==> src/rtl/core/apq_pkg.sv <==
`timescale 1ns / 1ps
`default_nettype none
// ----------------------------------------------------------------------------
// apq_pkg: shared definitions for the array priority queue
// Field widths, operation and status codes, and the command and status
// structs that join the controller and the datapath.
// ----------------------------------------------------------------------------
package apq_pkg;

    // Default queue depth.
    localparam int APQ_CAPACITY = 16;

    // Fixed field widths.
    localparam int VAL_W  = 32;
    localparam int PRI_W  = 16;
    localparam int OCC_W  = 5;
    localparam int STAT_W = 2;

    // Operation codes.
    localparam logic CMD_INSERT = 1'b0;
    localparam logic CMD_REMOVE = 1'b1;

    // Result status codes.
    localparam logic [STAT_W-1:0] ST_INSERTED = 2'd0;
    localparam logic [STAT_W-1:0] ST_FULL     = 2'd1;
    localparam logic [STAT_W-1:0] ST_REMOVED  = 2'd2;
    localparam logic [STAT_W-1:0] ST_EMPTY    = 2'd3;

    // Commands from the controller to the datapath.
    typedef struct packed {
        logic              load;        // latch the incoming transaction
        logic              do_insert;   // append the latched pair
        logic              scan_first;  // read entry zero, start the scan
        logic              scan_step;   // compare one entry, read the next
        logic              shift_first; // read the entry behind the winner
        logic              shift_step;  // move one entry down a place
        logic              emit;        // present a result
        logic [STAT_W-1:0] emit_status;
    } t_ctl_cmd;

    // Status from the datapath to the controller.
    typedef struct packed {
        logic is_remove;    // latched operation is a remove
        logic is_full;
        logic is_empty;
        logic scan_last;    // entry under compare is the last stored one
        logic best_is_tail; // winner is the last stored entry
        logic shift_last;   // this move fills the last place
    } t_ctl_sts;

endpackage
`default_nettype wire

==> src/rtl/core/array_priority_queue.sv <==
// Insert, full and empty: result decided in S_DECIDE, strobe from a register.
// Remove with the winner at place B: the scan compares every stored entry,
// then the shift moves each entry behind B down; one memory read and write each.
// A new transaction is accepted in the cycle the result strobe is high.
// Synchronous reset empties the queue; entry contents are left as they are.
`timescale 1ns / 1ps
`default_nettype none
// ----------------------------------------------------------------------------
// array_priority_queue: bounded priority queue on an unsorted array
// Inserts append at the tail; a remove scans for the highest priority,
// earliest entry first among equals, and closes the gap behind it.
// ----------------------------------------------------------------------------
module array_priority_queue #(
    parameter int CAPACITY = apq_pkg::APQ_CAPACITY
) (
    input  wire                              i_clk,
    input  wire                              i_rst_n,
    input  wire                              start,
    output logic                             busy,
    input  wire                              i_cmd,
    input  wire signed [apq_pkg::VAL_W-1:0]  i_item_value,
    input  wire signed [apq_pkg::PRI_W-1:0]  i_item_priority,
    output logic                             o_valid,
    output logic [apq_pkg::STAT_W-1:0]       o_status,
    output logic signed [apq_pkg::VAL_W-1:0] o_removed_value,
    output logic signed [apq_pkg::PRI_W-1:0] o_removed_priority,
    output logic [apq_pkg::OCC_W-1:0]        o_occupancy
);
    import apq_pkg::*;

    t_ctl_cmd ctl;
    t_ctl_sts sts;

    // Sequencer.
    apq_controller u_ctrl (
        .i_clk   (i_clk),
        .i_rst_n (i_rst_n),
        .start   (start),
        .busy    (busy),
        .i_sts   (sts),
        .o_ctl   (ctl)
    );

    // Storage and datapath.
    apq_datapath #(
        .CAPACITY (CAPACITY)
    ) u_dp (
        .i_clk              (i_clk),
        .i_rst_n            (i_rst_n),
        .i_ctl              (ctl),
        .o_sts              (sts),
        .i_cmd              (i_cmd),
        .i_item_value       (i_item_value),
        .i_item_priority    (i_item_priority),
        .o_valid            (o_valid),
        .o_status           (o_status),
        .o_removed_value    (o_removed_value),
        .o_removed_priority (o_removed_priority),
        .o_occupancy        (o_occupancy)
    );

endmodule
`default_nettype wire

==> src/rtl/core/apq_datapath.sv <==
`timescale 1ns / 1ps
`default_nettype none
// ----------------------------------------------------------------------------
// apq_datapath: entry storage, scan and shift datapath
// Holds the entry memories, the occupancy count, the running maximum of a
// scan and the result register. One memory read and one write per cycle.
// ----------------------------------------------------------------------------
module apq_datapath #(
    parameter int CAPACITY = apq_pkg::APQ_CAPACITY
) (
    input  wire                                 i_clk,
    input  wire                                 i_rst_n,
    input  wire apq_pkg::t_ctl_cmd              i_ctl,
    output apq_pkg::t_ctl_sts                   o_sts,
    input  wire                                 i_cmd,
    input  wire signed [apq_pkg::VAL_W-1:0]     i_item_value,
    input  wire signed [apq_pkg::PRI_W-1:0]     i_item_priority,
    output logic                                o_valid,
    output logic [apq_pkg::STAT_W-1:0]          o_status,
    output logic signed [apq_pkg::VAL_W-1:0]    o_removed_value,
    output logic signed [apq_pkg::PRI_W-1:0]    o_removed_priority,
    output logic [apq_pkg::OCC_W-1:0]           o_occupancy
);
    import apq_pkg::*;

    localparam int IW = (CAPACITY > 1) ? $clog2(CAPACITY) : 1;
    localparam int CW = $clog2(CAPACITY + 1);

    // Entry storage.
    logic [VAL_W-1:0] mem_val [CAPACITY];
    logic [PRI_W-1:0] mem_pri [CAPACITY];

    // Latched transaction.
    logic                    r_cmd;
    logic [VAL_W-1:0]        r_val;
    logic [PRI_W-1:0]        r_pri;

    // Control and datapath registers.
    logic [CW-1:0]           r_count;
    logic [CW-1:0]           n_count;
    logic [CW-1:0]           r_scan_idx;
    logic [IW-1:0]           r_cmp_idx;
    logic [IW-1:0]           r_best_idx;
    logic signed [PRI_W-1:0] r_best_pri;
    logic [VAL_W-1:0]        r_best_val;
    logic [IW-1:0]           r_wr_idx;
    logic [VAL_W-1:0]        r_rd_val;
    logic signed [PRI_W-1:0] r_rd_pri;
    logic                    r_out_valid;

    // Read and write port controls.
    logic                    rd_en;
    logic [IW-1:0]           rd_addr;
    logic                    wr_en;
    logic [IW-1:0]           wr_addr;
    logic [VAL_W-1:0]        wr_val;
    logic [PRI_W-1:0]        wr_pri;
    logic [CW-1:0]           scan_next;
    logic [CW-1:0]           shift_rd;
    logic                    take_best;
    logic [CW+OCC_W-1:0]     occ_ext;

    assign scan_next = r_scan_idx;
    assign shift_rd  = CW'(r_wr_idx) + CW'(2);

    // The first entry always seeds the maximum; later ones win only when
    // strictly larger, so the earliest entry wins a tie.
    assign take_best = (r_cmp_idx == '0) || (r_rd_pri > r_best_pri);

    // Status back to the controller.
    always_comb begin
        o_sts.is_remove    = (r_cmd == CMD_REMOVE);
        o_sts.is_full      = (r_count == CW'(CAPACITY));
        o_sts.is_empty     = (r_count == '0);
        o_sts.scan_last    = (CW'(r_cmp_idx) == r_count - CW'(1));
        o_sts.best_is_tail = (CW'(r_best_idx) == r_count - CW'(1));
        o_sts.shift_last   = (CW'(r_wr_idx) == r_count - CW'(2));
    end

    // Read port select.
    always_comb begin
        rd_en   = 1'b0;
        rd_addr = '0;
        priority if (i_ctl.scan_first) begin
            rd_en   = 1'b1;
            rd_addr = '0;
        end else if (i_ctl.scan_step) begin
            rd_en   = (scan_next < r_count);
            rd_addr = scan_next[IW-1:0];
        end else if (i_ctl.shift_first) begin
            rd_en   = 1'b1;
            rd_addr = r_best_idx + IW'(1);
        end else if (i_ctl.shift_step) begin
            rd_en   = (shift_rd < r_count);
            rd_addr = shift_rd[IW-1:0];
        end
    end

    // Write port select: append on insert, move down on shift.
    always_comb begin
        wr_en   = 1'b0;
        wr_addr = '0;
        wr_val  = r_val;
        wr_pri  = r_pri;
        priority if (i_ctl.do_insert) begin
            wr_en   = 1'b1;
            wr_addr = r_count[IW-1:0];
        end else if (i_ctl.shift_step) begin
            wr_en   = 1'b1;
            wr_addr = r_wr_idx;
            wr_val  = r_rd_val;
            wr_pri  = r_rd_pri;
        end
    end

    // Memory write and registered read.
    always_ff @(posedge i_clk) begin
        if (wr_en) begin
            mem_val[wr_addr] <= wr_val;
            mem_pri[wr_addr] <= wr_pri;
        end
        if (rd_en) begin
            r_rd_val <= mem_val[rd_addr];
            r_rd_pri <= mem_pri[rd_addr];
        end
    end

    // Latch the transaction when it is accepted.
    always_ff @(posedge i_clk) begin
        if (i_ctl.load) begin
            r_cmd <= i_cmd;
            r_val <= i_item_value;
            r_pri <= i_item_priority;
        end
    end

    // Scan and shift indexes, and the running maximum.
    always_ff @(posedge i_clk) begin
        if (i_ctl.scan_first) begin
            r_cmp_idx  <= '0;
            r_scan_idx <= CW'(1);
        end
        if (i_ctl.scan_step) begin
            r_cmp_idx  <= r_cmp_idx + IW'(1);
            r_scan_idx <= r_scan_idx + CW'(1);
            if (take_best) begin
                r_best_idx <= r_cmp_idx;
                r_best_pri <= r_rd_pri;
                r_best_val <= r_rd_val;
            end
        end
        if (i_ctl.shift_first) begin
            r_wr_idx <= r_best_idx;
        end
        if (i_ctl.shift_step) begin
            r_wr_idx <= r_wr_idx + IW'(1);
        end
    end

    // Next occupancy count.
    always_comb begin
        n_count = r_count;
        if (i_ctl.do_insert) begin
            n_count = r_count + CW'(1);
        end else if (i_ctl.emit && (i_ctl.emit_status == ST_REMOVED)) begin
            n_count = r_count - CW'(1);
        end
    end

    assign occ_ext = (CW + OCC_W)'(n_count);

    // Count and result strobe.
    always_ff @(posedge i_clk) begin
        if (!i_rst_n) begin
            r_count     <= '0;
            r_out_valid <= 1'b0;
        end else begin
            r_count     <= n_count;
            r_out_valid <= i_ctl.emit;
        end
    end

    // Result payload.
    always_ff @(posedge i_clk) begin
        if (i_ctl.emit) begin
            o_status    <= i_ctl.emit_status;
            o_occupancy <= occ_ext[OCC_W-1:0];
            if (i_ctl.emit_status == ST_REMOVED) begin
                o_removed_value    <= r_best_val;
                o_removed_priority <= r_best_pri;
            end else begin
                o_removed_value    <= '0;
                o_removed_priority <= '0;
            end
        end
    end

    assign o_valid = r_out_valid;

endmodule
`default_nettype wire

==> src/rtl/core/apq_controller.sv <==
`timescale 1ns / 1ps
`default_nettype none
// ----------------------------------------------------------------------------
// apq_controller: operation sequencer for the array priority queue
// Accepts one transaction at a time and steps the datapath through the
// insert, or the scan and shift of a remove, then requests the result.
// ----------------------------------------------------------------------------
module apq_controller (
    input  wire                    i_clk,
    input  wire                    i_rst_n,
    input  wire                    start,
    output logic                   busy,
    input  wire apq_pkg::t_ctl_sts i_sts,
    output apq_pkg::t_ctl_cmd      o_ctl
);
    import apq_pkg::*;

    localparam logic [2:0] S_IDLE        = 3'd0;
    localparam logic [2:0] S_DECIDE      = 3'd1;
    localparam logic [2:0] S_SCAN        = 3'd2;
    localparam logic [2:0] S_SHIFT_START = 3'd3;
    localparam logic [2:0] S_SHIFT       = 3'd4;

    logic [2:0] r_state;
    logic [2:0] n_state;

    // Next state and command decode.
    always_comb begin
        n_state = r_state;
        o_ctl   = '0;
        unique case (r_state)
            S_IDLE: begin
                if (start) begin
                    o_ctl.load = 1'b1;
                    n_state    = S_DECIDE;
                end
            end
            S_DECIDE: begin
                if (!i_sts.is_remove) begin
                    o_ctl.emit = 1'b1;
                    if (i_sts.is_full) begin
                        o_ctl.emit_status = ST_FULL;
                    end else begin
                        o_ctl.do_insert   = 1'b1;
                        o_ctl.emit_status = ST_INSERTED;
                    end
                    n_state = S_IDLE;
                end else if (i_sts.is_empty) begin
                    o_ctl.emit        = 1'b1;
                    o_ctl.emit_status = ST_EMPTY;
                    n_state           = S_IDLE;
                end else begin
                    o_ctl.scan_first = 1'b1;
                    n_state          = S_SCAN;
                end
            end
            S_SCAN: begin
                o_ctl.scan_step = 1'b1;
                if (i_sts.scan_last) begin
                    n_state = S_SHIFT_START;
                end
            end
            S_SHIFT_START: begin
                if (i_sts.best_is_tail) begin
                    o_ctl.emit        = 1'b1;
                    o_ctl.emit_status = ST_REMOVED;
                    n_state           = S_IDLE;
                end else begin
                    o_ctl.shift_first = 1'b1;
                    n_state           = S_SHIFT;
                end
            end
            S_SHIFT: begin
                o_ctl.shift_step = 1'b1;
                if (i_sts.shift_last) begin
                    o_ctl.emit        = 1'b1;
                    o_ctl.emit_status = ST_REMOVED;
                    n_state           = S_IDLE;
                end
            end
            default: begin
                n_state = S_IDLE;
            end
        endcase
    end

    // State register.
    always_ff @(posedge i_clk) begin
        if (!i_rst_n) begin
            r_state <= S_IDLE;
        end else begin
            r_state <= n_state;
        end
    end

    assign busy = (r_state != S_IDLE);

endmodule
`default_nettype wire

==> config.mk <==
export PLATFORM = sky130hd
export DESIGN_NAME = array_priority_queue
export DESIGN_NICKNAME = d
export VERILOG_FILES = /design/src/rtl/core/apq_pkg.sv /design/src/rtl/core/array_priority_queue.sv /design/src/rtl/core/apq_datapath.sv /design/src/rtl/core/apq_controller.sv
export SDC_FILE = /design/constraint.sdc
export NUM_CORES = 1
export LEC_CHECK = 0
export ABC_AREA = 1
export BUFFER_PORTS_ARGS = -buffer_cell sky130_fd_sc_hd__buf_4
export CAP_MARGIN = 20
export CORE_MARGIN = 2
export CORE_UTILIZATION = 35
export CTS_CLUSTER_SIZE = 25
export DETAILED_ROUTE_END_ITERATION = 6
export PLACE_DENSITY_LB_ADDON = 0.3
export SYNTH_ARGS = -nofsm -noshare
export SYNTH_HDL_FRONTEND = slang
export SYNTH_SLANG_ARGS = --single-unit
==> constraint.sdc <==
create_clock -name i_clk -period 6.35 [get_ports i_clk]
set_clock_uncertainty 0.1 [all_clocks]
set_input_delay 0.9525 -clock i_clk [delete_from_list [all_inputs] [get_ports i_clk]]
set_output_delay 0.9525 -clock i_clk [all_outputs]
set_load 0.01 [all_outputs]
# Word-level counts from Yosys, hierarchy flattened
# Memories as Yosys holds them, arrays and structs flattened. A register that Yosys moved wholly into a read port is not among the register bits.
# Cells that the tools add are included.
# totals
regBits	178
latchBits	0
ramBits	768
mem_bits_ro	0
input_bits	52
output_inout_bits	57
wordCells	101
memories	2
# mem_list
memory	words	width	read_ports	rd_clocked_by_memory_dff	wr	line_no	text
u_dp.mem_val	16	32	1	1	1	apq_datapath.sv:30	logic [VAL_W-1:0] mem_val [CAPACITY];
u_dp.mem_pri	16	16	1	1	1	apq_datapath.sv:31	logic [PRI_W-1:0] mem_pri [CAPACITY];
# classes
addsub	8
multipliers	0
div_mod_pow	0
n_lt_le_gt_ge	3
n_eq_ne	12
shift	0
n_mux	50
bitwise	0
reduce_logical	10
# ops
cell	count
32-bit two-way mux	2
4-bit two-way mux	10
16-bit two-way mux	2
3-bit two-way mux	8
5-bit two-way mux	4
1-bit two-way mux	19
16-bit greater-than comparator	1
4-bit by 5-bit == test with 1-bit output	3
3-bit one-hot mux with 5 select lines	1
4-bit by 1-bit adder with 4-bit output, second input constant	3
5-bit by 1-bit adder with 5-bit output, second input constant	2
5-bit < comparator	2
3-bit one-hot mux with 3 select lines	1
3-bit by 2-bit == test with 1-bit output, second input constant	2
2-bit two-way mux	3
2-bit inequality test, second input constant	3
4-bit by 2-bit adder with 5-bit output, second input constant	1
5-bit == test, second input constant	1
5-bit zero test	1
5-bit by 1-bit subtractor with 5-bit output, second input constant	1
5-bit by 2-bit subtractor with 5-bit output, second input constant	1
4-bit zero test	1
2-bit nonzero test	2
3-bit by 1-bit == test with 1-bit output, second input constant	1
other kinds (8)	8

# Depth between registers and ports, before layout
# depth
ltp_word	8
depth_mapped	21
mapped_depth_nobuf	18

# Modules after synthesis
# Synthesis repeated with hierarchy kept, for this count alone.
# unflattened
hier_cells	3669
area_unflattened_um2	42151.7
# by_module_without_submodules
mod	instances	cells_per_inst	area_each_um2
apq_datapath	1	3627	41897.7
apq_controller	1	42	254.0

# Least setup slack after synthesis
# Ideal clock, no wire load.
# synth_path
path_kind	register to register
start	reg u_dp.r_count[1]
end	mem u_dp.mem_pri[0][0], enable pin
setup_ns	0.526
arrival_ns	5.060
slack_ns	0.664
path_stages_with_launch	10
synth_period_minus_slack_ns	5.686
cell_sequence	dfxtp_1 inv_1 ha_1 nand3_1 nand3_1 clkbuf_1 o22ai_1 inv_1 nand2_1 a211oi_1
# synth_between
elab_chain_cells	7
elab_cells_between_ends	8
# synth_lines
item	line_no	text
start, declared	apq_datapath.sv:39	logic [CW-1:0] r_count;
start signal, assigned	apq_datapath.sv:178	r_count <= n_count;
5-bit == test	apq_datapath.sv:73	o_sts.is_full = (r_count == CW'(CAPACITY));
1-bit two-way mux	apq_controller.sv:41	if (i_sts.is_full) begin
1-bit two-way mux	apq_controller.sv:39	if (!i_sts.is_remove) begin
2-bit two-way mux	apq_controller.sv:31	unique case (r_state)
1-bit two-way mux	apq_datapath.sv:105	priority if (i_ctl.do_insert) begin
1-bit two-way mux	apq_datapath.sv:118	if (wr_en) begin
1-bit two-way mux (implied by the code)	apq_datapath.sv:120	mem_pri[wr_addr] <= wr_pri;
end, declared	apq_datapath.sv:31	
# Several ways; a longest one is shown, not always the timed one.

# Worst setup path after layout
# layout_path
start	reg u_dp.r_count[0]
end	reg u_dp.r_rd_val[29] (read register of u_dp.mem_val), data pin
# layout_between
elab_chain_cells	7
elab_cells_between_ends	17
# layout_lines
item	line_no	text
5-bit by 1-bit subtractor with 5-bit output	apq_datapath.sv:76	o_sts.best_is_tail = (CW'(r_best_idx) == r_count - CW'(1));
4-bit by 5-bit == test with 1-bit output	apq_datapath.sv:76	
1-bit two-way mux	apq_controller.sv:64	if (i_sts.best_is_tail) begin
1-bit two-way mux	apq_controller.sv:31	
4-bit two-way mux / 1-bit two-way mux (equally long branches)	apq_datapath.sv:90	end else if (i_ctl.shift_first) begin
4-bit two-way mux / 1-bit two-way mux (equally long branches)	apq_datapath.sv:87	end else if (i_ctl.scan_step) begin
4-bit two-way mux / 1-bit two-way mux (equally long branches)	apq_datapath.sv:84	priority if (i_ctl.scan_first) begin
end, declared	apq_datapath.sv:47	logic [VAL_W-1:0] r_rd_val;
# Several ways; a longest one is shown, not always the timed one.
# A chain may end at the register's enable or synchronous reset.

==> flow_summary.json <==
{
  "numCtsBuffers": 105,
  "first_pass_grt_wire_length_mm": 166,
  "worstSetupEndpointType": "register",
  "fillerInstances": 11600,
  "finalWirelength_mm": 110,
  "yosysMostFrequentCell": "sky130_fd_sc_hd__edfxtp_1",
  "global_route.usage.total": 0.173,
  "min_period_over_period": 0.707,
  "rr_worst_depth": 17,
  "hold_depth": 0,
  "drt_pass1_iterations": 6,
  "die_height_um": 353,
  "first_iter_violations": 2541,
  "synth-edff-count": 985,
  "grt_setup_unrepaired": "false",
  "sequential_to_total_area_share_from_yosys_stat": 0.696,
  "totalNegativeSetupSlack_ns": 0,
  "place.detailed.hpwl_mm": 54.2,
  "clkLatencyLatePin_ns": 0.68,
  "i_o_buffers": 108,
  "stdcell_count": 5585,
  "slew_worst_pin_ns": 1.19,
  "htree_num_levels": 3,
  "layout-drive-gt1-share": 0.0889,
  "critical_path.startpoint_type": "register",
  "core_region_area_mm2": 0.121,
  "antenna_violations_before_repair": 2,
  "irDropWorstVdd_uv": 215,
  "crit_path_max_fanout": 135,
  "worst_ep_arrival_time_ns": 4.81,
  "final-setup-viol-count": 0,
  "cap_violations": 0,
  "design.final.nets": 3969,
  "netlist.top_cell.by_area": "sky130_fd_sc_hd__edfxtp_1",
  "synth_cell_type_count": 42,
  "post_cts_buffers": 0,
  "critPathLaunch": "u_dp.r_count[0]$_SDFF_PN0_",
  "criticalPathCategory": "reg -> reg",
  "hold_viol": 0,
  "hold_start": "u_dp.r_rd_val[30]$_DFFE_PP_",
  "outcome": "finished clean",
  "largest_buffer_count_on_any_clock_path": 3,
  "die_width_um": 353,
  "route.detailed.drc": 0,
  "synthesis.nets": 3918,
  "placementRows": 128,
  "post_drt_via_cell_ratio": 4.90,
  "power-per-cell-area_mw_per_mm2": 282,
  "layout_setup_ws_ns": 1.86,
  "maximum_operating_frequency_mhz": 223,
  "netlist_top_cells_count": "985 x sky130_fd_sc_hd__edfxtp_1, 885 x sky130_fd_sc_hd__nand3_1, 822 x sky130_fd_sc_hd__nand2_1",
  "utilization": 0.400,
  "hold_slack_ns": 0.347,
  "die_area_mm2": 0.125,
  "netlist_instances": 3829,
  "global_route.overflow_total": 0,
  "asyncSetResetFlopFracSynth": 0,
  "synth.top_cell.area_share": 0.692,
  "maxSlewHeadroom": 0.205,
  "cts.clk_slew.worst_paths_ns": 0.06,
  "n_antenna_cell": 0,
  "antenna_violating_nets_post_route": 0,
  "tritoncts": "yes",
  "initial_core_util": 0.352,
  "period_needed_ns": 4.49,
  "clock_tree.root_cell": "sky130_fd_sc_hd__clkbuf_16",
  "io_pins": 109,
  "ys_warn_count": 0,
  "dpl-instance-area_mm2": 0.0453,
  "p_leak_nw": 19.3,
  "syn_area_mm2": 0.0427,
  "first_global_vias": 26400,
  "syn_avg_cell_area_um2": 11.2,
  "drt-wirelength-per-cell_um": 19.7,
  "ys_top_cells_by_area": "sky130_fd_sc_hd__edfxtp_1 69%, sky130_fd_sc_hd__nand3_1 10%, sky130_fd_sc_hd__nand2_1 7.2%, sky130_fd_sc_hd__inv_1 5.0%, sky130_fd_sc_hd__nand3b_1 1.8%",
  "largest_net_degree_at_the_start_of_global_routing": 147,
  "required_ns": 6.67,
  "post-route-cell-area_mm2": 0.0486,
  "synth-seq-cells": 994,
  "placement.setup.worst_slack_ns": 1.98,
  "worst_r2r_startpoint": "u_dp.r_count[0]$_SDFF_PN0_",
  "yosys_most_used_dff": "sky130_fd_sc_hd__edfxtp_1",
  "cts_hold_repair.buffers": 0,
  "cts_resized": 0,
  "placedCellCount": 5397,
  "clock_sink_count": 994,
  "gp_congestion": 0.803,
  "area.growth.synth_to_final_pct": 13.6,
  "timing.final.max_slew_violations": 0,
  "power.total_mw": 13.7,
  "vias": 27400,
  "worstHoldPathType": "reg -> reg"
}
-- worst paths after layout --
kind                                    to  slack, ns
max            u_dp.r_rd_val[29]$_DFFE_PP_       1.86
min          u_dp.r_best_val[30]$_DFFE_PP_       0.35
max reg2reg    u_dp.r_rd_val[29]$_DFFE_PP_       1.86
min reg2reg  u_dp.r_best_val[30]$_DFFE_PP_       0.35
-- report_power, final --
part           internal, mW  total [mW]  switching [mW]
combinational         0.140       0.498           0.358
clock                  3.30        5.82            2.52
sequential             7.34        7.37          0.0303
total                  10.8        13.7            2.91
-- worst max-delay path: stages, from the launching register on --
cell and delay, ns:
sky130_fd_sc_hd__dfxtp_1 0.54, sky130_fd_sc_hd__inv_2 0.14, sky130_fd_sc_hd__ha_1 0.40, sky130_fd_sc_hd__nand2_1 0.09, sky130_fd_sc_hd__inv_1 0.04, sky130_fd_sc_hd__nor2_1 0.08, sky130_fd_sc_hd__nand2_1 0.05, sky130_fd_sc_hd__nor2_1 0.17
sky130_fd_sc_hd__nand3_2 0.15, sky130_fd_sc_hd__nand3_2 0.14, sky130_fd_sc_hd__nand2_8 0.48, sky130_fd_sc_hd__nand2_8 0.59, sky130_fd_sc_hd__buf_4 0.61, sky130_fd_sc_hd__nand2_1 0.12, sky130_fd_sc_hd__nand3_1 0.10, sky130_fd_sc_hd__nand3_1 0.09
sky130_fd_sc_hd__nand3_1 0.12, sky130_fd_sc_hd__nand2_1 0.06
-- per-layer routing --
layer / routed length (um) / track usage / part of all wire / vias to the layer above
met1: 48700 / 0.236 / 0.44 / 13300
met3: 7170 / 0.0288 / 0.065 / 156
met2: 51400 / 0.286 / 0.47 / 848
met5: 12 / 0 / 0.00011 / -
li1: - / - / - / 13000
met4: 2560 / 0.0511 / 0.023 / 2
-- cells by family after synthesis --
logic type,share of synthesized area
DFF,0.696
and+or+nand+nor,0.206
adders and majority gates,0.0108
xor gates and xnor gates,0.00264
AOI/OAI and AO/OA,0.00858
buffers and inverters,0.0754
-- registers in the layout, summed over array words and instances, names as in the netlist, 5 cells and up --
name / cells
u_dp.mem_pri: 256
u_dp.mem_val: 512
u_dp.o_occupancy: 5
u_dp.o_removed_priority: 16
u_dp.o_removed_value: 32
u_dp.r_best_pri: 16
u_dp.r_best_val: 32
u_dp.r_count: 5
u_dp.r_pri: 16
u_dp.r_rd_pri: 16
u_dp.r_rd_val: 32
u_dp.r_scan_idx: 5
u_dp.r_val: 32
-- placed cells by master (no fill, tap or decap), types with 27 or more instances in the layout --
cell type / count
sky130_fd_sc_hd__buf_4: 151
sky130_fd_sc_hd__clkbuf_16: 108
sky130_fd_sc_hd__clkinv_1: 27
sky130_fd_sc_hd__edfxtp_1: 985
sky130_fd_sc_hd__ha_1: 37
sky130_fd_sc_hd__inv_1: 571
sky130_fd_sc_hd__nand2_1: 820
sky130_fd_sc_hd__nand3_1: 885
sky130_fd_sc_hd__nand3b_1: 105
sky130_fd_sc_hd__nor2_1: 73
-- cell type report --
type                            count  area [um2]  area share
Clock buffer                      127        2770      0.0571
Sequential cell                   994       29800       0.613
Clock inverter                     60         462     0.00951
Inverter                          580        2180      0.0449
Multi-Input combinational cell   2036        9960       0.205
Timing Repair Buffer              163        1390      0.0286
Tap cell                         1625        2030      0.0419
No activity file was read; power rests on OpenSTA's default activity.
